$ cat config.mk
export PLATFORM = sky130hd
export DESIGN_NAME = pad_to_tile_region_mapper_core
export DESIGN_NICKNAME = d
export VERILOG_FILES = /design/src/hdl/ptrm_pkg.sv /design/src/hdl/pad_to_tile_region_mapper_core.sv /design/src/hdl/ptrm_div.sv /design/src/hdl/ptrm_fifo.sv /design/src/hdl/ptrm_front.sv /design/src/hdl/ptrm_back.sv
export SDC_FILE = /design/constraint.sdc
export NUM_CORES = 2
export LEC_CHECK = 0
export BUFFER_PORTS_ARGS = -buffer_cell sky130_fd_sc_hd__buf_2
export CORE_MARGIN = 2
export CORE_UTILIZATION = 35
export CTS_CLUSTER_SIZE = 8
export DETAILED_ROUTE_END_ITERATION = 6
export GPL_TIMING_DRIVEN = 1
export MAX_ROUTING_LAYER = met4
export PLACE_DENSITY = 0.51
export SYNTH_ARGS = -nofsm -noshare
export SYNTH_HDL_FRONTEND = slang
export SYNTH_SLANG_ARGS = --single-unit
$ cat constraint.sdc
create_clock -name clk_i -period 10.55 [get_ports clk_i]
set_clock_uncertainty 0.15 [all_clocks]
set_input_delay 1.055 -clock clk_i [delete_from_list [all_inputs] [get_ports clk_i]]
set_output_delay 1.055 -clock clk_i [all_outputs]
set_load 0.05 [all_outputs]
$ cat src/hdl/ptrm_pkg.sv
package ptrm_pkg;

  localparam int GridBits = 6;
  localparam int CoordW   = 17;
  localparam int GridW    = 6;

  localparam logic [GridW-1:0] GridMask = GridW'((1 << GridBits) - 1);

  localparam logic [2:0] CfgTargetXGrid = 3'd0;
  localparam logic [2:0] CfgTargetYGrid = 3'd1;
  localparam logic [2:0] CfgSourceXGrid = 3'd2;
  localparam logic [2:0] CfgSourceYGrid = 3'd3;
  localparam logic [2:0] CfgAreaX       = 3'd4;
  localparam logic [2:0] CfgAreaY       = 3'd5;

  typedef struct packed {
    logic [GridW-1:0] tgx;
    logic [GridW-1:0] tgy;
    logic [GridW-1:0] sgx;
    logic [GridW-1:0] sgy;
    logic [1:0]       ax;
    logic [1:0]       ay;
  } cfg_t;

  // One classified pad: the fine-grid search window and walk steps.
  typedef struct packed {
    logic [1:0]        quarter;
    logic [CoordW-1:0] min_x;
    logic [CoordW-1:0] max_x;
    logic [CoordW-1:0] min_y;
    logic [CoordW-1:0] max_y;
    logic [GridW-1:0]  fgx;
    logic [GridW-1:0]  fgy;
    logic [GridW-1:0]  step_x;
    logic [GridW-1:0]  step_y;
  } setup_t;

  function automatic logic [GridW-1:0] grid_val(logic [GridW-1:0] g);
    logic [GridW-1:0] m;
    m = g & GridMask;
    return (m == '0) ? GridW'(1) : m;
  endfunction

  // Region of one fine coordinate: (c-1)/g compared against 1, 3 and 7.
  function automatic logic [2:0] axis_region(logic [CoordW-1:0] c, logic [GridW-1:0] g);
    logic [CoordW-1:0] cm1;
    logic [CoordW-1:0] g1;
    cm1 = c - CoordW'(1);
    g1  = CoordW'(g);
    if (cm1 < g1) return 3'd0;
    else if (cm1 < (g1 << 1)) return 3'd1;
    else if (cm1 < (g1 << 2)) return 3'd2;
    else if (cm1 < (g1 << 3)) return 3'd3;
    else return 3'd4;
  endfunction

  function automatic logic [2:0] fine_region(logic [CoordW-1:0] x, logic [CoordW-1:0] y,
                                             logic [GridW-1:0] gx, logic [GridW-1:0] gy);
    logic [2:0] rx;
    logic [2:0] ry;
    logic [2:0] r;
    rx = axis_region(x, gx);
    ry = axis_region(y, gy);
    r  = (rx > ry) ? rx : ry;
    return (r == 3'd0) ? 3'd1 : r;
  endfunction

endpackage

$ cat src/hdl/pad_to_tile_region_mapper_core.sv
// Maps one detector pad onto every target-layout tile it touches, widened by the
// configured search area. The front end takes a pad, derives the grid ratios with a
// pair of small bit-serial dividers and the fine-grid window, and queues it (two
// entries). The back end walks each window twice: a counting pass at one touched
// tile per cycle (at most MAX_TILES+1), then an emitting pass that divides both fine
// coordinates down to tile indices with a pair of 17-bit one-bit-per-cycle dividers,
// which are skipped when the fine grid equals the target grid.
// Output pace also depends on out_stall_i.
module pad_to_tile_region_mapper_core #(
  parameter int MAX_TILES = 64
) (
  input  logic        clk_i,
  input  logic        rst_ni,
  input  logic        cfg_valid_i,
  output logic        cfg_ready_o,
  input  logic [2:0]  cfg_index_i,
  input  logic [5:0]  cfg_data_i,
  input  logic        in_valid_i,
  output logic        in_stall_o,
  input  logic [1:0]  pad_quarter_i,
  input  logic [2:0]  pad_region_i,
  input  logic [6:0]  pad_x_i,
  input  logic [6:0]  pad_y_i,
  output logic        out_valid_o,
  input  logic        out_stall_i,
  output logic [1:0]  tile_quarter_o,
  output logic [2:0]  tile_region_o,
  output logic [12:0] tile_x_o,
  output logic [12:0] tile_y_o,
  output logic        last_tile_o,
  output logic        overflow_o
);
  import ptrm_pkg::*;

  logic [GridW-1:0] tgx_q, tgy_q, sgx_q, sgy_q;
  logic [1:0]       ax_q, ay_q;
  cfg_t             cfg;
  logic             push, pop, full, empty;
  setup_t           push_data, head;

  assign cfg_ready_o = 1'b1;

  always_ff @(posedge clk_i or negedge rst_ni) begin
    if (!rst_ni) begin
      tgx_q <= GridW'(1);
      tgy_q <= GridW'(1);
      sgx_q <= GridW'(1);
      sgy_q <= GridW'(1);
      ax_q  <= '0;
      ay_q  <= '0;
    end else if (cfg_valid_i && cfg_ready_o) begin
      case (cfg_index_i)
        CfgTargetXGrid: tgx_q <= cfg_data_i;
        CfgTargetYGrid: tgy_q <= cfg_data_i;
        CfgSourceXGrid: sgx_q <= cfg_data_i;
        CfgSourceYGrid: sgy_q <= cfg_data_i;
        CfgAreaX:       ax_q  <= cfg_data_i[1:0];
        CfgAreaY:       ay_q  <= cfg_data_i[1:0];
        default: ;
      endcase
    end
  end

  assign cfg.tgx = grid_val(tgx_q);
  assign cfg.tgy = grid_val(tgy_q);
  assign cfg.sgx = grid_val(sgx_q);
  assign cfg.sgy = grid_val(sgy_q);
  assign cfg.ax  = ax_q;
  assign cfg.ay  = ay_q;

  ptrm_front u_front (
    .clk_i, .rst_ni, .in_valid_i, .in_stall_o,
    .pad_quarter_i, .pad_region_i, .pad_x_i, .pad_y_i,
    .cfg_i(cfg), .push_o(push), .push_data_o(push_data), .full_i(full)
  );

  ptrm_fifo #(.Width($bits(setup_t)), .Depth(2)) u_fifo (
    .clk_i, .rst_ni, .push_i(push), .push_data_i(push_data), .pop_i(pop),
    .head_o(head), .full_o(full), .empty_o(empty)
  );

  ptrm_back #(.MaxTiles(MAX_TILES)) u_back (
    .clk_i, .rst_ni, .empty_i(empty), .setup_i(head), .pop_o(pop),
    .out_valid_o, .out_stall_i, .tile_quarter_o, .tile_region_o,
    .tile_x_o, .tile_y_o, .last_tile_o, .overflow_o
  );

endmodule

$ cat src/hdl/ptrm_div.sv
module ptrm_div #(
  parameter int DivdW = 17,
  parameter int DivsW = 6
) (
  input  logic             clk_i,
  input  logic             rst_ni,
  input  logic             start_i,
  input  logic [DivdW-1:0] dividend_i,
  input  logic [DivsW-1:0] divisor_i,
  output logic             busy_o,
  output logic [DivdW-1:0] quotient_o
);

  localparam int CntW = $clog2(DivdW + 1);

  logic             busy_q;
  logic [CntW-1:0]  cnt_q;
  logic [DivdW-1:0] quo_q;
  logic [DivsW-1:0] rem_q;
  logic [DivsW-1:0] dvs_q;
  logic [DivsW:0]   shifted;
  logic [DivsW:0]   diff;
  logic             ge;
  logic             unit_div;

  assign shifted  = {rem_q, quo_q[DivdW-1]};
  assign diff     = shifted - {1'b0, dvs_q};
  assign ge       = shifted >= {1'b0, dvs_q};
  assign unit_div = divisor_i == DivsW'(1);

  always_ff @(posedge clk_i or negedge rst_ni) begin
    if (!rst_ni) begin
      busy_q <= 1'b0;
      cnt_q  <= '0;
    end else if (start_i) begin
      busy_q <= !unit_div;
      cnt_q  <= CntW'(DivdW);
    end else if (busy_q) begin
      cnt_q <= cnt_q - CntW'(1);
      if (cnt_q == CntW'(1)) begin
        busy_q <= 1'b0;
      end
    end
  end

  // Restoring division, one quotient bit per cycle; a divisor of one skips it.
  always_ff @(posedge clk_i) begin
    if (start_i) begin
      quo_q <= dividend_i;
      rem_q <= '0;
      dvs_q <= divisor_i;
    end else if (busy_q) begin
      quo_q <= {quo_q[DivdW-2:0], ge};
      rem_q <= ge ? diff[DivsW-1:0] : shifted[DivsW-1:0];
    end
  end

  assign busy_o     = busy_q;
  assign quotient_o = quo_q;

endmodule

$ cat src/hdl/ptrm_fifo.sv
module ptrm_fifo #(
  parameter int Width = 8,
  parameter int Depth = 2
) (
  input  logic             clk_i,
  input  logic             rst_ni,
  input  logic             push_i,
  input  logic [Width-1:0] push_data_i,
  input  logic             pop_i,
  output logic [Width-1:0] head_o,
  output logic             full_o,
  output logic             empty_o
);

  localparam int PtrW = (Depth > 1) ? $clog2(Depth) : 1;
  localparam int CntW = $clog2(Depth + 1);

  logic [Width-1:0] mem_q [Depth];
  logic [PtrW-1:0]  wr_q;
  logic [PtrW-1:0]  rd_q;
  logic [CntW-1:0]  cnt_q;

  assign full_o  = cnt_q == CntW'(Depth);
  assign empty_o = cnt_q == '0;
  assign head_o  = mem_q[rd_q];

  always_ff @(posedge clk_i or negedge rst_ni) begin
    if (!rst_ni) begin
      wr_q  <= '0;
      rd_q  <= '0;
      cnt_q <= '0;
    end else begin
      if (push_i) begin
        wr_q <= (wr_q == PtrW'(Depth - 1)) ? '0 : wr_q + PtrW'(1);
      end
      if (pop_i) begin
        rd_q <= (rd_q == PtrW'(Depth - 1)) ? '0 : rd_q + PtrW'(1);
      end
      if (push_i && !pop_i) begin
        cnt_q <= cnt_q + CntW'(1);
      end else if (pop_i && !push_i) begin
        cnt_q <= cnt_q - CntW'(1);
      end
    end
  end

  always_ff @(posedge clk_i) begin
    if (push_i) begin
      mem_q[wr_q] <= push_data_i;
    end
  end

endmodule

$ cat src/hdl/ptrm_front.sv
module ptrm_front (
  input  logic             clk_i,
  input  logic             rst_ni,
  input  logic             in_valid_i,
  output logic             in_stall_o,
  input  logic [1:0]       pad_quarter_i,
  input  logic [2:0]       pad_region_i,
  input  logic [6:0]       pad_x_i,
  input  logic [6:0]       pad_y_i,
  input  ptrm_pkg::cfg_t   cfg_i,
  output logic             push_o,
  output ptrm_pkg::setup_t push_data_o,
  input  logic             full_i
);
  import ptrm_pkg::*;

  typedef enum logic [5:0] {
    FIdle = 6'b000001,
    FDiv1 = 6'b000010,
    FDiv2 = 6'b000100,
    FMul  = 6'b001000,
    FSum  = 6'b010000,
    FPush = 6'b100000
  } front_state_e;

  front_state_e state_q, state_d;

  logic [1:0]        quarter_q;
  logic [1:0]        shift_q;
  logic [6:0]        px_q, py_q;
  logic [GridW-1:0]  rxs_q, rys_q, rxw_q, ryw_q;
  logic [13:0]       mx_q, my_q;
  logic [8:0]        ux_q, uy_q;
  setup_t            setup_q;

  logic [GridW-1:0]  fgx, fgy;
  logic              accept, div_start, div_idle;
  logic [GridW-1:0]  dvd_x, dvd_y, dvs_x, dvs_y;
  logic              busy_x, busy_y;
  logic [GridW-1:0]  q_x, q_y;
  logic [1:0]        shift_in;
  logic [7:0]        sum_x, sum_y;
  logic [CoordW-1:0] max_x, max_y, span_x, span_y;
  logic [CoordW:0]   lo_x, lo_y;

  assign fgx = (cfg_i.tgx > cfg_i.sgx) ? cfg_i.tgx : cfg_i.sgx;
  assign fgy = (cfg_i.tgy > cfg_i.sgy) ? cfg_i.tgy : cfg_i.sgy;

  assign accept     = in_valid_i && (state_q == FIdle);
  assign in_stall_o = state_q != FIdle;
  assign div_idle   = !busy_x && !busy_y;
  assign div_start  = accept || ((state_q == FDiv1) && div_idle);

  // First pass: target over source grid; second pass: fine over target grid.
  assign dvd_x = (state_q == FIdle) ? cfg_i.tgx : fgx;
  assign dvd_y = (state_q == FIdle) ? cfg_i.tgy : fgy;
  assign dvs_x = (state_q == FIdle) ? cfg_i.sgx : cfg_i.tgx;
  assign dvs_y = (state_q == FIdle) ? cfg_i.sgy : cfg_i.tgy;

  ptrm_div #(.DivdW(GridW), .DivsW(GridW)) u_div_x (
    .clk_i, .rst_ni, .start_i(div_start), .dividend_i(dvd_x), .divisor_i(dvs_x),
    .busy_o(busy_x), .quotient_o(q_x)
  );

  ptrm_div #(.DivdW(GridW), .DivsW(GridW)) u_div_y (
    .clk_i, .rst_ni, .start_i(div_start), .dividend_i(dvd_y), .divisor_i(dvs_y),
    .busy_o(busy_y), .quotient_o(q_y)
  );

  always_comb begin
    if (pad_region_i <= 3'd1) begin
      shift_in = 2'd0;
    end else if (pad_region_i >= 3'd4) begin
      shift_in = 2'd3;
    end else begin
      shift_in = 2'(pad_region_i - 3'd1);
    end
  end

  assign sum_x  = 8'(px_q) + 8'(cfg_i.ax);
  assign sum_y  = 8'(py_q) + 8'(cfg_i.ay);
  assign max_x  = CoordW'(mx_q) << shift_q;
  assign max_y  = CoordW'(my_q) << shift_q;
  assign span_x = CoordW'(ux_q) << shift_q;
  assign span_y = CoordW'(uy_q) << shift_q;
  assign lo_x   = {1'b0, max_x} - {1'b0, span_x} + (CoordW+1)'(1);
  assign lo_y   = {1'b0, max_y} - {1'b0, span_y} + (CoordW+1)'(1);

  always_comb begin
    state_d = state_q;
    case (state_q)
      FIdle: if (accept) state_d = FDiv1;
      FDiv1: if (div_idle) state_d = FDiv2;
      FDiv2: if (div_idle) state_d = FMul;
      FMul:  state_d = FSum;
      FSum:  state_d = FPush;
      FPush: if (!full_i) state_d = FIdle;
      default: state_d = FIdle;
    endcase
  end

  always_ff @(posedge clk_i or negedge rst_ni) begin
    if (!rst_ni) begin
      state_q <= FIdle;
    end else begin
      state_q <= state_d;
    end
  end

  always_ff @(posedge clk_i) begin
    if (accept) begin
      quarter_q <= pad_quarter_i;
      shift_q   <= shift_in;
      px_q      <= pad_x_i;
      py_q      <= pad_y_i;
    end
    if ((state_q == FDiv1) && div_idle) begin
      rxs_q <= (q_x == '0) ? GridW'(1) : q_x;
      rys_q <= (q_y == '0) ? GridW'(1) : q_y;
    end
    if ((state_q == FDiv2) && div_idle) begin
      rxw_q <= q_x;
      ryw_q <= q_y;
    end
    if (state_q == FMul) begin
      mx_q <= 14'(sum_x) * 14'(rxs_q);
      my_q <= 14'(sum_y) * 14'(rys_q);
      ux_q <= 9'({cfg_i.ax, 1'b1}) * 9'(rxs_q);
      uy_q <= 9'({cfg_i.ay, 1'b1}) * 9'(rys_q);
    end
    if (state_q == FSum) begin
      setup_q.quarter <= quarter_q;
      setup_q.max_x   <= max_x;
      setup_q.max_y   <= max_y;
      // The lower corner never goes below one.
      setup_q.min_x   <= (lo_x[CoordW] || lo_x == '0) ? CoordW'(1) : lo_x[CoordW-1:0];
      setup_q.min_y   <= (lo_y[CoordW] || lo_y == '0) ? CoordW'(1) : lo_y[CoordW-1:0];
      setup_q.fgx     <= fgx;
      setup_q.fgy     <= fgy;
      setup_q.step_x  <= rxw_q;
      setup_q.step_y  <= ryw_q;
    end
  end

  assign push_o      = (state_q == FPush) && !full_i;
  assign push_data_o = setup_q;

endmodule

$ cat src/hdl/ptrm_back.sv
module ptrm_back #(
  parameter int MaxTiles = 64
) (
  input  logic             clk_i,
  input  logic             rst_ni,
  input  logic             empty_i,
  input  ptrm_pkg::setup_t setup_i,
  output logic             pop_o,
  output logic             out_valid_o,
  input  logic             out_stall_i,
  output logic [1:0]       tile_quarter_o,
  output logic [2:0]       tile_region_o,
  output logic [12:0]      tile_x_o,
  output logic [12:0]      tile_y_o,
  output logic             last_tile_o,
  output logic             overflow_o
);
  import ptrm_pkg::*;

  localparam int CntW = $clog2(MaxTiles + 2);

  typedef enum logic [4:0] {
    BIdle  = 5'b00001,
    BCount = 5'b00010,
    BStart = 5'b00100,
    BWait  = 5'b01000,
    BOut   = 5'b10000
  } back_state_e;

  back_state_e state_q, state_d;

  logic [CoordW-1:0] ix_q, iy_q;
  logic              wdone_q;
  logic [CntW-1:0]   cnt_q, n_q, ecnt_q;
  logic              over_q;
  logic [2:0]        nr_q;
  logic              out_valid_q;
  logic [1:0]        quarter_q;
  logic [2:0]        region_q;
  logic [12:0]       tx_q, ty_q;
  logic              last_q, ovf_q;

  logic [2:0]        nr_pt, nr_col;
  logic [1:0]        sh_pt, sh_col;
  logic [CoordW-1:0] iy_nxt, ix_nxt;
  logic [CoordW-1:0] adv_ix, adv_iy;
  logic              adv_done, init_done;
  logic              walk_init, walk_adv;
  logic              cnt_full, div_start, busy_x, busy_y;
  logic [CoordW-1:0] dvd_x, dvd_y, q_x, q_y;
  logic [CntW-1:0]   n_tot;
  logic              is_last;

  assign nr_pt  = fine_region(ix_q, iy_q, setup_i.fgx, setup_i.fgy);
  assign nr_col = fine_region(ix_q, setup_i.min_y, setup_i.fgx, setup_i.fgy);
  assign sh_pt  = 2'(nr_pt - 3'd1);
  assign sh_col = 2'(nr_col - 3'd1);
  assign iy_nxt = iy_q + (CoordW'(setup_i.step_y) << sh_pt);
  assign ix_nxt = ix_q + (CoordW'(setup_i.step_x) << sh_col);

  // Rows advance inside a column; the column step uses the region at its bottom row.
  always_comb begin
    if (iy_nxt <= setup_i.max_y) begin
      adv_ix   = ix_q;
      adv_iy   = iy_nxt;
      adv_done = 1'b0;
    end else begin
      adv_ix   = ix_nxt;
      adv_iy   = setup_i.min_y;
      adv_done = ix_nxt > setup_i.max_x;
    end
  end

  assign init_done = (setup_i.min_x > setup_i.max_x) || (setup_i.min_y > setup_i.max_y);
  assign cnt_full  = cnt_q == CntW'(MaxTiles + 1);
  assign n_tot     = cnt_full ? CntW'(MaxTiles) : cnt_q;
  assign is_last   = (ecnt_q + CntW'(1)) == n_q;

  always_comb begin
    state_d   = state_q;
    walk_init = 1'b0;
    walk_adv  = 1'b0;
    pop_o     = 1'b0;
    div_start = 1'b0;
    case (state_q)
      BIdle: begin
        if (!empty_i) begin
          walk_init = 1'b1;
          state_d   = BCount;
        end
      end
      BCount: begin
        if (!wdone_q && !cnt_full) begin
          walk_adv = 1'b1;
        end else if (n_tot == '0) begin
          pop_o   = 1'b1;
          state_d = BIdle;
        end else begin
          walk_init = 1'b1;
          state_d   = BStart;
        end
      end
      BStart: begin
        div_start = 1'b1;
        state_d   = BWait;
      end
      BWait: if (!busy_x && !busy_y) state_d = BOut;
      BOut: begin
        if (!out_stall_i) begin
          if (last_q) begin
            pop_o   = 1'b1;
            state_d = BIdle;
          end else begin
            walk_adv = 1'b1;
            state_d  = BStart;
          end
        end
      end
      default: state_d = BIdle;
    endcase
  end

  assign dvd_x = (ix_q - CoordW'(1)) >> sh_pt;
  assign dvd_y = (iy_q - CoordW'(1)) >> sh_pt;

  ptrm_div #(.DivdW(CoordW), .DivsW(GridW)) u_div_x (
    .clk_i, .rst_ni, .start_i(div_start), .dividend_i(dvd_x), .divisor_i(setup_i.step_x),
    .busy_o(busy_x), .quotient_o(q_x)
  );

  ptrm_div #(.DivdW(CoordW), .DivsW(GridW)) u_div_y (
    .clk_i, .rst_ni, .start_i(div_start), .dividend_i(dvd_y), .divisor_i(setup_i.step_y),
    .busy_o(busy_y), .quotient_o(q_y)
  );

  always_ff @(posedge clk_i or negedge rst_ni) begin
    if (!rst_ni) begin
      state_q     <= BIdle;
      out_valid_q <= 1'b0;
    end else begin
      state_q <= state_d;
      if ((state_q == BWait) && !busy_x && !busy_y) begin
        out_valid_q <= 1'b1;
      end else if ((state_q == BOut) && !out_stall_i) begin
        out_valid_q <= 1'b0;
      end
    end
  end

  always_ff @(posedge clk_i) begin
    if (walk_init) begin
      ix_q    <= setup_i.min_x;
      iy_q    <= setup_i.min_y;
      wdone_q <= init_done;
    end else if (walk_adv) begin
      ix_q    <= adv_ix;
      iy_q    <= adv_iy;
      wdone_q <= adv_done;
    end
    if (state_q == BIdle) begin
      cnt_q <= '0;
    end else if ((state_q == BCount) && walk_adv) begin
      cnt_q <= cnt_q + CntW'(1);
    end
    if ((state_q == BCount) && walk_init) begin
      n_q    <= n_tot;
      over_q <= cnt_full;
      ecnt_q <= '0;
    end else if ((state_q == BOut) && walk_adv) begin
      ecnt_q <= ecnt_q + CntW'(1);
    end
    if (state_q == BStart) begin
      nr_q <= nr_pt;
    end
    if ((state_q == BWait) && !busy_x && !busy_y) begin
      quarter_q <= setup_i.quarter;
      region_q  <= nr_q;
      tx_q      <= q_x[12:0] + 13'd1;
      ty_q      <= q_y[12:0] + 13'd1;
      last_q    <= is_last;
      ovf_q     <= over_q;
    end
  end

  assign out_valid_o    = out_valid_q;
  assign tile_quarter_o = quarter_q;
  assign tile_region_o  = region_q;
  assign tile_x_o       = tx_q;
  assign tile_y_o       = ty_q;
  assign last_tile_o    = last_q;
  assign overflow_o     = ovf_q;

endmodule

==> flow_summary.ini <==
[outcome]
status = finished clean

[grt]
grt_pass1_vias = 24300
grt_max_degree = 70
grt_usage_pct = 15.7
grt_pass1_wl_microns = 136000
antenna_found_initial = 0
grt_overflow_total = 0

[setup_path]
cp.required_ns = 10.78
cp-end-kind = register
startpoint = u_back.ix_q[0]
crit_arrival_ns = 9.96
r2r_end = u_back.iy_q[16]
path_class = register to register
crit_end = u_back.iy_q[16]
worst_setup_path_start_kind = register
r2r_cells = 40
timing.rr.start = u_back.ix_q[0]
max_stage_delay_ns = 0.53
path_max_fanout = 17
slowest_stage = xor2_1
rrSetupSlack_ns = 0.83

[sta]
worstMarginPinSlew_ns = 1.17
drv_slew = 0
hold_violations = 0
min_period_over_period_pct = 92.2
tns_ns = 0
slew_headroom_pct = 22.0
holdWs_ns = 0.111
period_needed_ns = 9.72
setup_viol = 0
rsz0062_at_grt = no
fmax_mhz = 103

[finish]
register_area_sq_um = 18000
nFillCells = 10500
antennaDiodeCount = 0
drive_gt1_share_pct = 11.1
multi_input_area_sq_um = 18800
nets = 3896
instances_no_fill = 4928
area_growth_pct = 12.0

[clocking]
cts_sinks = 621
root_buffer = clkbuf_16
cts_tree = yes
worstSkewPairLatency_ns = 0.66
cts_hold_buf = 0
cts_made_buffers = 88
cts_max_path_buffers = 3
path_clk_slew_ns = 0.05
h-tree-depth = 3

[placed_design]
io_buffer_count = 67
dp_hpwl_microns = 63500
gp_congestion = 0.858
post-place-cells = 4787

[floorplanning]
dieWidth_microns = 334
die_h_microns = 334
io_pins = 69
die-area_sq_um = 112000
core-area_sq_um = 108000
start_util_pct = 35.2
rows = 121

[logic_synthesis]
synth_fp_nets = 3826
synth-edff-count = 519
syn_inst = 3396
synth_area_sq_um = 38100
postSynth.asyncResetShare_pct = 10.3
avgSynthCellArea_sq_um = 11.2
ys_types = 95
ys_seq_area_share_pct = 47.1
synth_seq_cells = 621
synthFlopType = edfxtp_1
yosys_warnings = 0

[detailed_routing]
wl_per_cell_microns = 17.2
via_per_inst = 4.97
firstDrtPassIters = 5
routed-via-count = 24500
drc_errors = 0
wirelength_microns = 84600
drt_iter0_drc = 1070
antenna_left = 0

[power]
finalPower_mw = 11.4
ir_worst_vdd_v = 0.000156
p_leak_nw = 17.1
power_per_cell_area_nw_per_um2 = 267

[run]
cap_violations = 0

[hold_path]
hp-class = input port to async pin
[cells by family (layout without fill, tap and decap cells)]
logic type,after synthesis,in the layout,share of synthesized area (%)
mux,272,272,8.01
fa+ha+maj,397,397,14.4
flops,621,621,47.1
other cells,1,1,0.00983
xor+xnor,190,190,4.36
buf+inv,390,508,3.98
simple gates,957,957,12.4
compound gates,568,568,9.72
[through the flow]
stage          instance area (sq um)  utilization [%]  setup WS [ns]
2_1_floorplan                  38100                -          0.143
3_3_place_gp                   40100             37.0          0.681
3_5_place_dp                   40100             37.0          0.425
4_1_cts                        42600             39.3          0.392
5_1_grt                        42700             39.4       0.000438
6_report                       42700             39.4          0.828
[worst min-delay path by stage]
stage | startpoint | cells after the start | endpoint | slack [ns]
after floorplan | u_back.over_q | 0 | u_back.overflow_o | 0.25
after detailed placement | u_front.quarter_q[0] | 0 | u_front.push_data_o[92] | 0.26
final | rst_ni | 1 | u_back.u_div_y.cnt_q[1] | 0.11
after CTS | rst_ni | 1 | u_back.u_div_y.cnt_q[2] | 0.07
after global placement | u_front.quarter_q[1] | 0 | u_front.push_data_o[93] | 0.25
after global routing | rst_ni | 1 | u_back.u_div_y.cnt_q[2] | 0.08
[final cells by class]
class                           instances  area share (%)
Multi-Input combinational cell       2385            43.9
Sequential cell                       621            42.0
Clock buffer                          130            5.55
Tap cell                             1414            4.14
Inverter                              259            2.28
Timing Repair Buffer                  111            1.57
Clock inverter                          8           0.472
[critical path: cells and delay by family, from the launching register on]
kind / cells / cell delay, ns
AOI/OAI and AO/OA: 21 / 3.87
adders and majority gates: 5 / 1.66
muxes: 1 / 0.36
DFF: 1 / 0.46
xor gates and xnor gates: 2 / 0.72
and+or+nand+nor: 8 / 1.68
buffers and inverters: 3 / 0.52
[cell usage in the layout, fill, tap and decap left out, types with 60 or more instances in the layout]
cell type / instances
ha_1: 327
nand3_1: 72
mux2i_1: 144
clkbuf_16: 88
a21oi_1: 147
o21ai_0: 115
xor2_1: 71
mux2_2: 103
a21o_1: 60
edfxtp_1: 519
xnor2_1: 119
nand2_1: 269
inv_1: 256
buf_2: 66
nor2_1: 238
fa_1: 70
[state kept, by name, summed over array words and instances (netlist names), 9 cells and up]
register	flops
u_front.uy_q	9
u_back.iy_q	17
u_back.ix_q	17
u_front.ux_q	9
u_back.u_div_y.quotient_o	17
u_front.push_data_o	94
u_back.tile_y_o	13
u_front.mx_q	14
u_back.tile_x_o	13
u_front.my_q	14
u_back.u_div_x.quotient_o	17
u_fifo.mem_q	188
[synthesized netlist by cell type (43+ instances only)]
cell type	n	area, sq um
inv_1	257	965
nand2_1	270	1010
xor2_1	71	622
o21ai_0	115	576
dfrtp_1	58	1450
clkbuf_1	96	360
edfxtp_1	519	15600
mux2i_1	145	1450
nor2b_1	43	269
ha_1	327	4090
fa_1	70	1400
xnor2_1	119	1040
a21o_1	60	450
a21oi_1	148	741
nor2_1	239	897
nor3_1	53	265
and2_1	59	369
mux2_2	103	1160
nand3_1	72	360
[metal layers]
layer	global-route usage, %	routed length, microns
met1	22.4	43500
met2	23.5	37000
met3	1.93	2090
met4	4.15	1940
met5	-	0
[report_power, final]
part / switching [mW] / leakage [nW] / internal (mW)
Combinational: 2.90 / 10.1 / 2.21
Sequential: 0.459 / 5.78 / 3.24
Clock: 1.07 / 1.22 / 1.55
Total: 4.43 / 17.1 / 6.99
[repair_timing]
action | CTS | global route
buffers inserted | 0 | 3
gates resized for setup | 0 | 13
endpoints found under the setup margin | 0 | 35
No activity file was read; power rests on OpenSTA's default activity.
